File: src/rtl/gww_pkg.sv
// Shared types and constants for the greedy word wrap block.
`default_nettype none

package gww_pkg;

  localparam int CMD_BITS         = 2;
  localparam int BYTE_COUNT_BITS  = 3;
  localparam int ADVANCE_BITS     = 12;
  localparam int MAX_WIDTH_BITS   = 20;
  localparam int SPACE_WIDTH_BITS = 12;
  localparam int PEND_BITS        = 16;
  localparam int CFG_INDEX_BITS   = 1;
  localparam int CFG_DATA_BITS    = MAX_WIDTH_BITS;
  localparam int FIFO_DEPTH       = 4;

  typedef enum logic [CMD_BITS-1:0] {
    CMD_GLYPH   = 2'd0,
    CMD_SPACE   = 2'd1,
    CMD_NEWLINE = 2'd2,
    CMD_END     = 2'd3
  } cmd_t;

  typedef enum logic [CFG_INDEX_BITS-1:0] {
    CFG_MAX_WIDTH   = 1'b0,
    CFG_SPACE_WIDTH = 1'b1
  } cfg_idx_t;

endpackage

`default_nettype wire

File: src/rtl/gww_core.sv
// Line state registers and the per-item wrap step that emits up to two runs.
`default_nettype none

module gww_core #(
  parameter int OFFSET_BITS = 16,
  parameter int WIDTH_BITS  = 24,
  parameter int RUN_W       = 2 * OFFSET_BITS + WIDTH_BITS + 1
) (
  input  wire logic                                   clk,
  input  wire logic                                   rst_n,
  input  wire logic                                   take,
  input  wire gww_pkg::cmd_t                          item_cmd,
  input  wire logic [gww_pkg::BYTE_COUNT_BITS-1:0]    item_byte_count,
  input  wire logic [gww_pkg::ADVANCE_BITS-1:0]       item_advance,
  input  wire logic [gww_pkg::MAX_WIDTH_BITS-1:0]     max_width,
  input  wire logic [gww_pkg::SPACE_WIDTH_BITS-1:0]   space_width,
  output logic [1:0]                                  push_cnt,
  output logic [RUN_W-1:0]                            run0,
  output logic [RUN_W-1:0]                            run1
);

  localparam int OB     = OFFSET_BITS;
  localparam int WB     = WIDTH_BITS;
  localparam int GAP_W  = gww_pkg::PEND_BITS + gww_pkg::SPACE_WIDTH_BITS;
  localparam int XW     = ((WB > GAP_W) ? WB : GAP_W) + 2;
  localparam logic [XW-1:0] WID_MAX = {{(XW-WB){1'b0}}, {WB{1'b1}}};
  localparam logic [gww_pkg::PEND_BITS-1:0] PEND_MAX = '1;

  typedef struct packed {
    logic [OB-1:0] b;
    logic [OB-1:0] e;
    logic [WB-1:0] w;
    logic          last;
  } run_t;

  function automatic logic [WB-1:0] sat_w(input logic [XW-1:0] v);
    logic [WB-1:0] r;
    r = (v > WID_MAX) ? WID_MAX[WB-1:0] : v[WB-1:0];
    return r;
  endfunction

  function automatic logic [OB-1:0] move_pos(input logic [OB-1:0] p,
                                             input logic [2:0] n);
    logic [OB:0] s;
    s = {1'b0, p} + (OB+1)'(n);
    return s[OB] ? {OB{1'b1}} : s[OB-1:0];
  endfunction

  logic [OB-1:0]                   pos_r, pos_nxt;
  logic [OB-1:0]                   lbeg_r, lbeg_nxt;
  logic [OB-1:0]                   lend_r, lend_nxt;
  logic [WB-1:0]                   lwid_r, lwid_nxt;
  logic                            holds_r, holds_nxt;
  logic [OB-1:0]                   wbeg_r, wbeg_nxt;
  logic [WB-1:0]                   wwid_r, wwid_nxt;
  logic                            tent_r, tent_nxt;
  logic                            inword_r, inword_nxt;
  logic [gww_pkg::PEND_BITS-1:0]   pend_r, pend_nxt;

  logic [GAP_W-1:0]                gap_full;
  logic [WB-1:0]                   gap;
  logic [2:0]                      bc;
  logic                            cw_active;
  logic [WB-1:0]                   cw_lwid;
  logic [OB-1:0]                   cw_lend;
  logic                            cw_holds;
  logic [gww_pkg::PEND_BITS-1:0]   cw_pend;
  logic [WB-1:0]                   nw;
  run_t                            ra;
  run_t                            rb;
  logic [1:0]                      n_runs;

  assign gap_full = GAP_W'(pend_r) * GAP_W'(space_width);
  assign gap      = sat_w(XW'(gap_full));

  always_comb begin
    if (item_byte_count == 3'd0) begin
      bc = 3'd1;
    end else if (item_byte_count > 3'd4) begin
      bc = 3'd4;
    end else begin
      bc = item_byte_count;
    end
  end

  assign cw_active = inword_r && tent_r;
  assign cw_lwid   = cw_active ? sat_w(XW'(lwid_r) + XW'(gap) + XW'(wwid_r)) : lwid_r;
  assign cw_lend   = cw_active ? pos_r : lend_r;
  assign cw_holds  = cw_active ? 1'b1 : holds_r;
  assign cw_pend   = cw_active ? '0 : pend_r;

  always_comb begin
    pos_nxt    = pos_r;
    lbeg_nxt   = lbeg_r;
    lend_nxt   = lend_r;
    lwid_nxt   = lwid_r;
    holds_nxt  = holds_r;
    wbeg_nxt   = wbeg_r;
    wwid_nxt   = wwid_r;
    tent_nxt   = tent_r;
    inword_nxt = inword_r;
    pend_nxt   = pend_r;
    nw         = '0;
    ra         = '0;
    rb         = '0;
    n_runs     = 2'd0;
    if (take) begin
      case (item_cmd)
        gww_pkg::CMD_GLYPH: begin
          if (max_width == '0) begin
            lend_nxt   = cw_lend;
            holds_nxt  = cw_holds;
            pend_nxt   = cw_pend;
            inword_nxt = 1'b0;
            tent_nxt   = 1'b0;
            lwid_nxt   = sat_w(XW'(cw_lwid) + XW'(item_advance));
            pos_nxt    = move_pos(pos_r, bc);
            lend_nxt   = pos_nxt;
          end else begin
            if (!inword_r) begin
              inword_nxt = 1'b1;
              wbeg_nxt   = pos_r;
              wwid_nxt   = '0;
              tent_nxt   = holds_r;
              if (!holds_r) begin
                lwid_nxt = sat_w(XW'(lwid_r) + XW'(gap));
                pend_nxt = '0;
              end
            end
            if (tent_nxt) begin
              nw = sat_w(XW'(wwid_nxt) + XW'(item_advance));
              if (XW'(lwid_nxt) + XW'(gap) + XW'(nw) > XW'(max_width)) begin
                ra       = '{b: lbeg_r, e: lend_r, w: lwid_nxt, last: 1'b0};
                n_runs   = 2'd1;
                lbeg_nxt = wbeg_nxt;
                lend_nxt = pos_r;
                lwid_nxt = wwid_nxt;
                tent_nxt = 1'b0;
                pend_nxt = '0;
                holds_nxt = 1'b0;
              end else begin
                wwid_nxt = nw;
              end
            end
            if (!tent_nxt) begin
              if (pos_r > lbeg_nxt &&
                  XW'(lwid_nxt) + XW'(item_advance) > XW'(max_width)) begin
                if (n_runs == 2'd0) begin
                  ra = '{b: lbeg_nxt, e: pos_r, w: lwid_nxt, last: 1'b0};
                end else begin
                  rb = '{b: lbeg_nxt, e: pos_r, w: lwid_nxt, last: 1'b0};
                end
                n_runs    = n_runs + 2'd1;
                lbeg_nxt  = pos_r;
                lend_nxt  = pos_r;
                lwid_nxt  = '0;
                holds_nxt = 1'b0;
              end
              lwid_nxt  = sat_w(XW'(lwid_nxt) + XW'(item_advance));
              holds_nxt = 1'b1;
            end
            pos_nxt = move_pos(pos_r, bc);
            if (!tent_nxt) begin
              lend_nxt = pos_nxt;
            end
          end
        end
        gww_pkg::CMD_SPACE: begin
          lwid_nxt   = cw_lwid;
          lend_nxt   = cw_lend;
          holds_nxt  = cw_holds;
          pend_nxt   = cw_pend;
          inword_nxt = 1'b0;
          tent_nxt   = 1'b0;
          pos_nxt    = move_pos(pos_r, 3'd1);
          if (max_width == '0) begin
            lwid_nxt = sat_w(XW'(cw_lwid) + XW'(space_width));
            lend_nxt = pos_nxt;
          end else if (cw_pend != PEND_MAX) begin
            pend_nxt = cw_pend + 1'b1;
          end
        end
        gww_pkg::CMD_NEWLINE: begin
          ra         = '{b: lbeg_r, e: cw_lend, w: cw_lwid, last: 1'b0};
          n_runs     = 2'd1;
          inword_nxt = 1'b0;
          tent_nxt   = 1'b0;
          pos_nxt    = move_pos(pos_r, 3'd1);
          lbeg_nxt   = pos_nxt;
          lend_nxt   = pos_nxt;
          lwid_nxt   = '0;
          holds_nxt  = 1'b0;
          pend_nxt   = '0;
        end
        gww_pkg::CMD_END: begin
          ra         = '{b: lbeg_r, e: cw_lend, w: cw_lwid, last: 1'b1};
          n_runs     = 2'd1;
          pos_nxt    = '0;
          lbeg_nxt   = '0;
          lend_nxt   = '0;
          lwid_nxt   = '0;
          holds_nxt  = 1'b0;
          wbeg_nxt   = '0;
          wwid_nxt   = '0;
          tent_nxt   = 1'b0;
          inword_nxt = 1'b0;
          pend_nxt   = '0;
        end
        default: begin
          n_runs = 2'd0;
        end
      endcase
    end
  end

  assign push_cnt = n_runs;
  assign run0     = ra;
  assign run1     = rb;

  always_ff @(posedge clk) begin
    if (!rst_n) begin
      pos_r    <= '0;
      lbeg_r   <= '0;
      lend_r   <= '0;
      lwid_r   <= '0;
      holds_r  <= 1'b0;
      wbeg_r   <= '0;
      wwid_r   <= '0;
      tent_r   <= 1'b0;
      inword_r <= 1'b0;
      pend_r   <= '0;
    end else begin
      pos_r    <= pos_nxt;
      lbeg_r   <= lbeg_nxt;
      lend_r   <= lend_nxt;
      lwid_r   <= lwid_nxt;
      holds_r  <= holds_nxt;
      wbeg_r   <= wbeg_nxt;
      wwid_r   <= wwid_nxt;
      tent_r   <= tent_nxt;
      inword_r <= inword_nxt;
      pend_r   <= pend_nxt;
    end
  end

  a_end_clears: assert property (@(posedge clk) disable iff (!rst_n)
    take && item_cmd == gww_pkg::CMD_END |=> pos_r == '0 && lwid_r == '0 && pend_r == '0)
    else $error("state not cleared after end of text");

  a_two_runs_glyph: assert property (@(posedge clk) disable iff (!rst_n)
    push_cnt == 2'd2 |-> take && item_cmd == gww_pkg::CMD_GLYPH)
    else $error("two runs from a non-glyph transaction");

  a_end_behind_pos: assert property (@(posedge clk) disable iff (!rst_n)
    lend_r <= pos_r)
    else $error("open line end past byte position");

endmodule

`default_nettype wire

File: src/rtl/gww_run_fifo.sv
// Small run queue taking up to two runs per cycle and delivering one per cycle while rd_stall is low.
`default_nettype none

module gww_run_fifo #(
  parameter int RUN_W = 57
) (
  input  wire logic             clk,
  input  wire logic             rst_n,
  input  wire logic [1:0]       push_cnt,
  input  wire logic [RUN_W-1:0] push_d0,
  input  wire logic [RUN_W-1:0] push_d1,
  output logic                  space_ok,
  output logic                  rd_valid,
  output logic [RUN_W-1:0]      rd_data,
  input  wire logic             rd_stall
);

  localparam int DEPTH = gww_pkg::FIFO_DEPTH;
  localparam int PW    = $clog2(DEPTH);
  localparam int CW    = PW + 1;

  logic [RUN_W-1:0] mem [DEPTH];
  logic [PW-1:0]    wr_ptr_r, wr_ptr_nxt;
  logic [PW-1:0]    rd_ptr_r, rd_ptr_nxt;
  logic [CW-1:0]    count_r, count_nxt;
  logic             pop;
  logic [PW-1:0]    wr_ptr_p1;

  assign pop       = (count_r != '0) && !rd_stall;
  assign wr_ptr_p1 = wr_ptr_r + 1'b1;
  assign space_ok  = count_r <= CW'(DEPTH - 2);
  assign rd_valid  = count_r != '0;
  assign rd_data   = mem[rd_ptr_r];

  assign wr_ptr_nxt = wr_ptr_r + PW'(push_cnt);
  assign rd_ptr_nxt = rd_ptr_r + PW'(pop);
  assign count_nxt  = count_r + CW'(push_cnt) - CW'(pop);

  always_ff @(posedge clk) begin
    if (push_cnt != 2'd0) begin
      mem[wr_ptr_r] <= push_d0;
    end
    if (push_cnt == 2'd2) begin
      mem[wr_ptr_p1] <= push_d1;
    end
  end

  always_ff @(posedge clk) begin
    if (!rst_n) begin
      wr_ptr_r <= '0;
      rd_ptr_r <= '0;
      count_r  <= '0;
    end else begin
      wr_ptr_r <= wr_ptr_nxt;
      rd_ptr_r <= rd_ptr_nxt;
      count_r  <= count_nxt;
    end
  end

  a_no_overflow: assert property (@(posedge clk) disable iff (!rst_n)
    push_cnt != 2'd0 |-> count_r + CW'(push_cnt) <= CW'(DEPTH))
    else $error("run queue overflow");

  a_count_tracks: assert property (@(posedge clk) disable iff (!rst_n)
    push_cnt == 2'd0 && pop |=> count_r == $past(count_r) - 1'b1)
    else $error("run queue count lost a pop");

endmodule

`default_nettype wire

File: src/rtl/greedy_word_wrap_top.sv
// Top level of the greedy word wrap block: input register, config registers, core and run queue.
//
// Input channel (in_*): one code point per transaction, tagged glyph, space,
// newline or end of text, with its byte count and advance. Result channel
// (out_*): one line run per transaction, byte begin, byte end, width and a
// last flag on the final run of the text. Config channel (cfg_*): write
// max_width (index 0) or space_width (index 1); cfg_ready is always high.
// Write config only while no transaction is in flight.
// A code point passes from the input register through the wrap step into the run
// queue, and a run is on out_* once the queue holds it. Throughput: one code
// point per cycle while in_stall is low; the wrap step is combinational logic
// between the input register and the run queue.
// A glyph that both breaks a line and splits an overlong word queues two
// runs in one cycle; the four-entry queue then drains one run per cycle while out_stall is low.
// Reset clears the line state, the queue and both config registers.
// When out_stall holds, the queue fills and in_stall rises once fewer than
// two entries remain free; nothing is dropped.
`default_nettype none

module greedy_word_wrap_top #(
  parameter int OFFSET_BITS = 16,
  parameter int WIDTH_BITS  = 24
) (
  input  wire logic                                  clk,
  input  wire logic                                  rst_n,
  input  wire logic                                  in_valid,
  output logic                                       in_stall,
  input  wire logic [gww_pkg::CMD_BITS-1:0]          in_cmd,
  input  wire logic [gww_pkg::BYTE_COUNT_BITS-1:0]   in_byte_count,
  input  wire logic [gww_pkg::ADVANCE_BITS-1:0]      in_advance,
  output logic                                       out_valid,
  input  wire logic                                  out_stall,
  output logic [OFFSET_BITS-1:0]                     out_run_begin,
  output logic [OFFSET_BITS-1:0]                     out_run_end,
  output logic [WIDTH_BITS-1:0]                      out_run_width,
  output logic                                       out_run_last,
  input  wire logic                                  cfg_valid,
  output logic                                       cfg_ready,
  input  wire logic [gww_pkg::CFG_INDEX_BITS-1:0]    cfg_index,
  input  wire logic [gww_pkg::CFG_DATA_BITS-1:0]     cfg_data
);

  localparam int RUN_W = 2 * OFFSET_BITS + WIDTH_BITS + 1;

  logic                                   item_vld_r;
  gww_pkg::cmd_t                          item_cmd_r;
  logic [gww_pkg::BYTE_COUNT_BITS-1:0]    item_bc_r;
  logic [gww_pkg::ADVANCE_BITS-1:0]       item_adv_r;
  logic [gww_pkg::MAX_WIDTH_BITS-1:0]     max_width_r;
  logic [gww_pkg::SPACE_WIDTH_BITS-1:0]   space_width_r;
  logic                                   space_ok;
  logic                                   take;
  logic [1:0]                             push_cnt;
  logic [RUN_W-1:0]                       run0;
  logic [RUN_W-1:0]                       run1;
  logic [RUN_W-1:0]                       rd_data;

  assign take      = item_vld_r && space_ok;
  assign in_stall  = item_vld_r && !space_ok;
  assign cfg_ready = 1'b1;

  always_ff @(posedge clk) begin
    if (!rst_n) begin
      item_vld_r <= 1'b0;
    end else if (!in_stall) begin
      item_vld_r <= in_valid;
    end
  end

  always_ff @(posedge clk) begin
    if (!in_stall && in_valid) begin
      item_cmd_r <= gww_pkg::cmd_t'(in_cmd);
      item_bc_r  <= in_byte_count;
      item_adv_r <= in_advance;
    end
  end

  always_ff @(posedge clk) begin
    if (!rst_n) begin
      max_width_r   <= '0;
      space_width_r <= '0;
    end else if (cfg_valid && cfg_ready) begin
      case (gww_pkg::cfg_idx_t'(cfg_index))
        gww_pkg::CFG_MAX_WIDTH: begin
          max_width_r <= cfg_data;
        end
        gww_pkg::CFG_SPACE_WIDTH: begin
          space_width_r <= cfg_data[gww_pkg::SPACE_WIDTH_BITS-1:0];
        end
        default: begin
          max_width_r <= max_width_r;
        end
      endcase
    end
  end

  gww_core #(
    .OFFSET_BITS (OFFSET_BITS),
    .WIDTH_BITS  (WIDTH_BITS),
    .RUN_W       (RUN_W)
  ) u_core (
    .clk             (clk),
    .rst_n           (rst_n),
    .take            (take),
    .item_cmd        (item_cmd_r),
    .item_byte_count (item_bc_r),
    .item_advance    (item_adv_r),
    .max_width       (max_width_r),
    .space_width     (space_width_r),
    .push_cnt        (push_cnt),
    .run0            (run0),
    .run1            (run1)
  );

  gww_run_fifo #(
    .RUN_W (RUN_W)
  ) u_fifo (
    .clk      (clk),
    .rst_n    (rst_n),
    .push_cnt (push_cnt),
    .push_d0  (run0),
    .push_d1  (run1),
    .space_ok (space_ok),
    .rd_valid (out_valid),
    .rd_data  (rd_data),
    .rd_stall (out_stall)
  );

  assign out_run_begin = rd_data[RUN_W-1 -: OFFSET_BITS];
  assign out_run_end   = rd_data[RUN_W-1-OFFSET_BITS -: OFFSET_BITS];
  assign out_run_width = rd_data[WIDTH_BITS:1];
  assign out_run_last  = rd_data[0];

endmodule

`default_nettype wire
File: config.mk
export PLATFORM = sky130hd
export DESIGN_NAME = greedy_word_wrap_top
export DESIGN_NICKNAME = d
export VERILOG_FILES = /design/src/rtl/gww_pkg.sv /design/src/rtl/gww_core.sv /design/src/rtl/gww_run_fifo.sv /design/src/rtl/greedy_word_wrap_top.sv
export SDC_FILE = /design/constraint.sdc
export NUM_CORES = 2
export LEC_CHECK = 0
export BUFFER_PORTS_ARGS = -buffer_cell sky130_fd_sc_hd__clkbuf_2
export CAP_MARGIN = 20
export CORE_MARGIN = 3
export CORE_UTILIZATION = 30
export DETAILED_ROUTE_END_ITERATION = 10
export PLACE_DENSITY_LB_ADDON = 0.3
export SYNTH_ARGS = -nofsm -noshare
export SYNTH_HDL_FRONTEND = slang
export SYNTH_SLANG_ARGS = --single-unit
File: constraint.sdc
create_clock -name clk -period 22.1 [get_ports clk]
set_input_delay 1.105 -clock clk [delete_from_list [all_inputs] [get_ports clk]]
set_output_delay 1.105 -clock clk [all_outputs]
set_load 0.05 [all_outputs]
After elaboration in Yosys (flattened, before gate mapping)
Memories as Yosys holds them, arrays and structs flattened. A register that Yosys moved wholly into a read port is not among the register bits. Cells that the tools add are included.

Mux-type cells: 116. Reduce and logical (&&, ||, !) cells: 25. Bitwise operators: 1. Add/sub/neg operators: 18. Shift-type cells: 0. Magnitude comparators: 12. Multipliers: 1. Eq/ne operators: 8. Div/mod/pow operators: 0.

Operators by type and width (number): $mux 24 (33); $mux 57 (13); $mux 16 (26); $gt 30x24->1 const B (6); $pmux 57 s3 (1); $pmux 16 s3 (3); $add 24x12->25 (5); $pmux 24 s3 (1); $pmux 16 s4 (1); $add 30x24->30 (2); $gt 30x20->1 (2); $add 24x24->25 (2); $pmux 24 s2 (1); $pmux 16 s2 (1); $gt 28x24->1 const B (1); $mul 16x12->28 (1); $mux 1 (21); $logic_not 20->1 (1); $mux 2 (9); $add 16x1->17 const B (1); $add 16x3->17 (1); $add 16x1->16 const B (1); $gt 16x16->1 (1); $ne 16x16->1 const B (1); other kinds (27) (46).

Flip-flop bits (word level): 188. RAM bits: 228. Output and inout port bits: 60. ROM bits: 0. Memories: 1. Latch bits: 0. Word-level logic and storage cells: 201. Bits of input ports: 43.

Memories: u_fifo.mem (words 4, bits a word 57, read ports 1, clocked after Yosys merged registers in 1, wr ports 2, line gww_run_fifo.sv:22) `logic [RUN_W-1:0] mem [DEPTH];`.

Logic depth before layout (Yosys ltp)
Depth in word-level cells: 33. Depth in mapped cells: 118. Mapped depth without buffers: 110.

Modules after synthesis
A second synthesis with hierarchy kept.

Cell total of the unflattened synthesis: 4398. Area total of the unflattened synthesis: 39651.8 sq um.

Modules (own cells, without submodules): gww_core (area an instance 26485.4 sq um, seq. area each 2622.5 sq um, instances 1, cells each 3646); gww_run_fifo (area an instance 11368.4 sq um, seq. area each 6986.7 sq um, instances 1, cells each 600); greedy_word_wrap_top (area an instance 1798.0 sq um, seq. area each 1171.1 sq um, instances 1, cells each 152).

Worst setup path before layout
OpenSTA, ideal clock, no wires.

Kind: register to register. Start: reg space_width_r[5] in the netlist's numbering. End: mem u_fifo.mem[0][10] (enable). Data required time: 21.547 ns. Path buffers: 10. Cell stages (with the launch flop): 99. Clock period less this slack: 24.040 ns. Setup time: 0.553 ns. Slack: -1.940 ns. Data arrival time: 23.487 ns. Cell sequence: dfxtp_1 clkbuf_1 clkbuf_1 nand2_1 fa_1 fa_1 fa_1 inv_1 fa_1 inv_1 fa_1 inv_1 ha_1 inv_1 o21bai_1 a21oi_1 o21ai_0 a2111oi_0 [... 63 more ...] mux2_2 xor2_1 ha_1 and3_1 nand3_1 nor2_1 o21ai_0 a31oi_1 o221ai_1 and2_1 o221ai_2 buf_2 nand2_1 inv_2 ha_1 or3_1 clkbuf_1 o31ai_1.

RTL lines: start: declaration (line greedy_word_wrap_top.sv:50) `logic [gww_pkg::SPACE_WIDTH_BITS-1:0] space_width_r;`; start signal: assignment (line greedy_word_wrap_top.sv:88) `space_width_r <= cfg_data[gww_pkg::SPACE_WIDTH_BITS-1:0];`; end: declaration (line gww_run_fifo.sv:22).

==> results.md <==
- Placed cell count: about 6300
- Chip width: approximately 370 um
- Status: complete, no violations
- Post-route ant nets: 0
- Worst-margin pin slew: approximately 1.4 ns
- Setup TNS after final layout: 0 ns
- GRT Util Overall: between 20% and 30%
- Routed vias/inst: 5.83
- Crit end category: flop
- Pre-Repair DR Iteration Count: 6
- Via Count: approximately 37000
- M1 wire length: 68500 um
- Initial Utilization: 30.3%
- CP Launch Type: flop
- Sw Ratio: between 40% and 50%
- YS warnings: 0
- Fraction of layout instances using a drive strength above 1: between 10 and 15%
- PortBufs: slightly above 100
- Largest net degree at the start of global routing: between 60 and 70
- DRC violations left: 0
- H-Tree Level Count: 2
- DR iter-0 viols: between 4000 and 5000
- Max-cap violation count: 0
- Psw: roughly 1400 uW
- Critical-path maximum fanout: 24
- DP HPWL: between 100000 and 150000 um
- Drt wl/cell: 24.7 um
- Final period util: between 90% and 100%
- Comb power frac: 46.3%
- DR WL met3: around 17000 um
- CTS Root Cell: clkbuf_16
- Synth unique cells: 99
- Die Area: 0.135 mm2
- Clk Latency, worst-skew pair: 0.64 ns
- Final Hold Fails: 0
- Max-slew headroom: 6.14%
- Sequential-to-total area share from yosys stat: a little over a quarter
- Maximum buffer depth of the clock tree: 3
- Crit-path slowest cell: o31ai_1
- Post-synth ARST share: 0%
- Cell Int Power: around 1800 uW
- Critical R2R Launch: space_width_r[5]$_SDFFE_PN0P_
- F_max: 47.6 MHz
- Initial antenna violation count: 3
- Syn Nets: just over 5000
- Area delta synth->final: 12.8%
- CP arrival: between 20 and 25 ns
- Main synth FF type: edfxtp_1
- HP Class: reg2reg
- Cell Area, Synth: 0.0393 mm2
- Required time of the critical path: between 20 and 25 ns
- CTS tree: built
- Hold Path Origin: max_width_r[6]$_SDFFE_PN0P_
- Chip height: between 300 and 400 um
- Core ar.: ~0.13 mm2
- Non-filler cells in the finished layout: between 6000 and 7000
- First-pass GRT wire length: roughly 230000 um
- Clock transition at path regs: approximately 0.06 ns
- Power Dens Cells: roughly 73 mW/mm2
- CP peak stage delay: ~0.57 ns
- NumNets Final: between 5000 and 6000
- CP bufs+invs: 17
- GRT overflow: 0
- Power share of the clock group: about a quarter
- CP top delay family: compound AO/OA/AOI/OAI gates
- Seq pwr share: around 29%
- CP startpoint: space_width_r[5]$_SDFFE_PN0P_
- Syn Inst Count: between 4000 and 5000
- Syn avg cell area: between 8 and 9 um2
- Setup-failing EPs final: 0
- Top Layer Used: met4
- Max Slew Vio Count: 0
- CTS buffer count: between 40 and 50
- Setup CP Type: reg2reg
- Number of global-route vias before repair: between 30000 and 40000
- Maximum VDD drop: just over 0.07 mV
- Floorplan row count: about 130
- Met2 WL post-DR: between 60000 and 70000 um
- FF+latch count, synth: approximately 420
- Detailed Route WL: around 160000 um
- Io pins: slightly above 100
- Post-synth EDFFs: 241
- Clock Sinks: between 400 and 500
- Min Tclk post-route: ~21 ns
- GPL Wtd Cong: between 0.9 and 1
- Leak: between 0.015 and 0.02 uW
- Skew final: approximately 0.044 ns
==> flip-flops by register name, indices dropped and copies added (netlist names) <==
| register | count |
|---|---|
| u_fifo.mem | 228 |
| u_core.lwid_r | 24 |
| u_core.wwid_r | 24 |
| max_width_r | 20 |
| u_core.lbeg_r | 16 |
| u_core.lend_r | 16 |
| u_core.pend_r | 16 |
| u_core.pos_r | 16 |
| u_core.wbeg_r | 16 |
| item_adv_r | 12 |
| space_width_r | 12 |
| item_bc_r | 3 |
| u_fifo.count_r | 3 |
| item_cmd_r | 2 |
| u_fifo.rd_ptr_r | 2 |
| u_fifo.wr_ptr_r | 2 |
| item_vld_r | 1 |
| u_core.holds_r | 1 |
| u_core.inword_r | 1 |
| u_core.tent_r | 1 |
==> kinds of logic after synthesis <==
logic type,count (synthesis),synth area share [%]
fa+ha+maj,447,17.1
compound gates,1403,23.9
xor+xnor,177,3.95
simple gates,1409,16.8
mux,107,4.58
other cells,1,0.00955
buf+inv,643,6.28
flops,416,27.3
==> cell usage after synthesis, types with 68 or more instances <==
cell type / instances / area share, %
nand2_1: 573 / 5.5
inv_1: 345 / 3.3
ha_1: 296 / 9.4
a21oi_1: 292 / 3.7
nor2_1: 278 / 2.7
o21ai_0: 262 / 3.3
clkbuf_1: 243 / 2.3
edfxtp_1: 241 / 18
o22ai_1: 177 / 2.8
dfxtp_1: 175 / 8.9
fa_1: 151 / 7.7
and2_1: 119 / 1.9
xnor2_1: 116 / 2.6
nand3_1: 88 / 1.1
a21boi_0: 68 / 1.3
==> layer usage <==
layer  vias up  GRT usage, %
li1      16866             -
met2      2010          34.1
met3       367          4.80
met4         0          7.59
met5         -             0
met1     18218          32.0
==> power groups by stage <==
stage | clock network, uW | logic (uW) | registers [uW]
2_1_floorplan | 0 | 989 | 899
3_3_place_gp | 0 | 1430 | 941
3_5_place_dp | 0 | 1440 | 942
4_1_cts | 817 | 1450 | 926
5_1_grt | 846 | 1590 | 931
6_report | 806 | 1500 | 928
==> area by class of cell <==
| class | instances | area [um2] |
|---|---|---|
| diodes | 1 | 2.50 |
| clock buffers | 59 | 1270 |
| clock inverters | 25 | 270 |
| fillers | 13560 | 85500 |
| inverters | 347 | 1300 |
| multi-input cells | 3544 | 26500 |
| flip-flops and latches | 416 | 10800 |
| well taps | 1742 | 2180 |
| repair buffers | 296 | 2030 |
==> tightest hold or removal path: cells and delay by family, from the launching register on <==
| kind | cells | cell delay, ns |
|---|---|---|
| flip-flops | 1 | 0.32 |
| AO/OA/AOI/OAI | 1 | 0.06 |
| AND/OR/NAND/NOR | 1 | 0.05 |
==> worst paths after layout <==
| check | cells past startpoint | end | slack, ns |
|---|---|---|---|
| setup / recovery | 89 | u_fifo.mem[0][18]$_DFFE_PP_ | 1.08 |
| hold / removal | 2 | max_width_r[6]$_SDFFE_PN0P_ | 0.48 |
| setup reg to reg | 89 | u_fifo.mem[0][18]$_DFFE_PP_ | 1.08 |
| hold reg to reg | 2 | max_width_r[6]$_SDFFE_PN0P_ | 0.48 |
==> through the flow <==
step / instance area, um2 / total power, uW / hold WS [ns] / setup slack, ns / util, %
floorplan: 39300 / 1890 / 0.456 / -0.214 / -
global placement: 42400 / 2380 / 0.471 / 0.225 / 32.7
detailed placement: 42400 / 2380 / 0.475 / -0.253 / 32.7
CTS: 44000 / 3190 / 0.483 / 0.0249 / 33.9
global route: 44300 / 3370 / 0.513 / -0.151 / 34.1
finish: 44300 / 3230 / 0.479 / 1.08 / 34.1
==> repair_timing <==
action | 4_1_cts | 5_1_grt
gates resized for setup | 5 | 64
setup buffers | 0 | 7
hold buffers | 0 | 0
setup endpoints to repair | 51 | 475
pin swaps | 1 | 15
==> cells in the final DEF, fill, tap and decap left out, types with 53 or more instances in the layout <==
cell type	netlist	layout
mux4_2	57	57
xor2_1	61	61
nand2_1	573	568
a21o_1	65	65
clkbuf_2	3	100
edfxtp_1	241	241
xnor2_1	116	115
a21boi_0	68	66
o211ai_1	60	60
nand3_1	88	86
o22ai_1	177	177
nor2_1	278	269
nor3_1	58	53
ha_1	296	293
a21oi_1	292	278
buf_4	5	188
o21ai_0	262	255
dfxtp_1	175	165
inv_1	345	345
and2_1	119	118
a31oi_1	65	63
fa_1	151	149
Note: power is estimated with default switching activity, not from simulation.
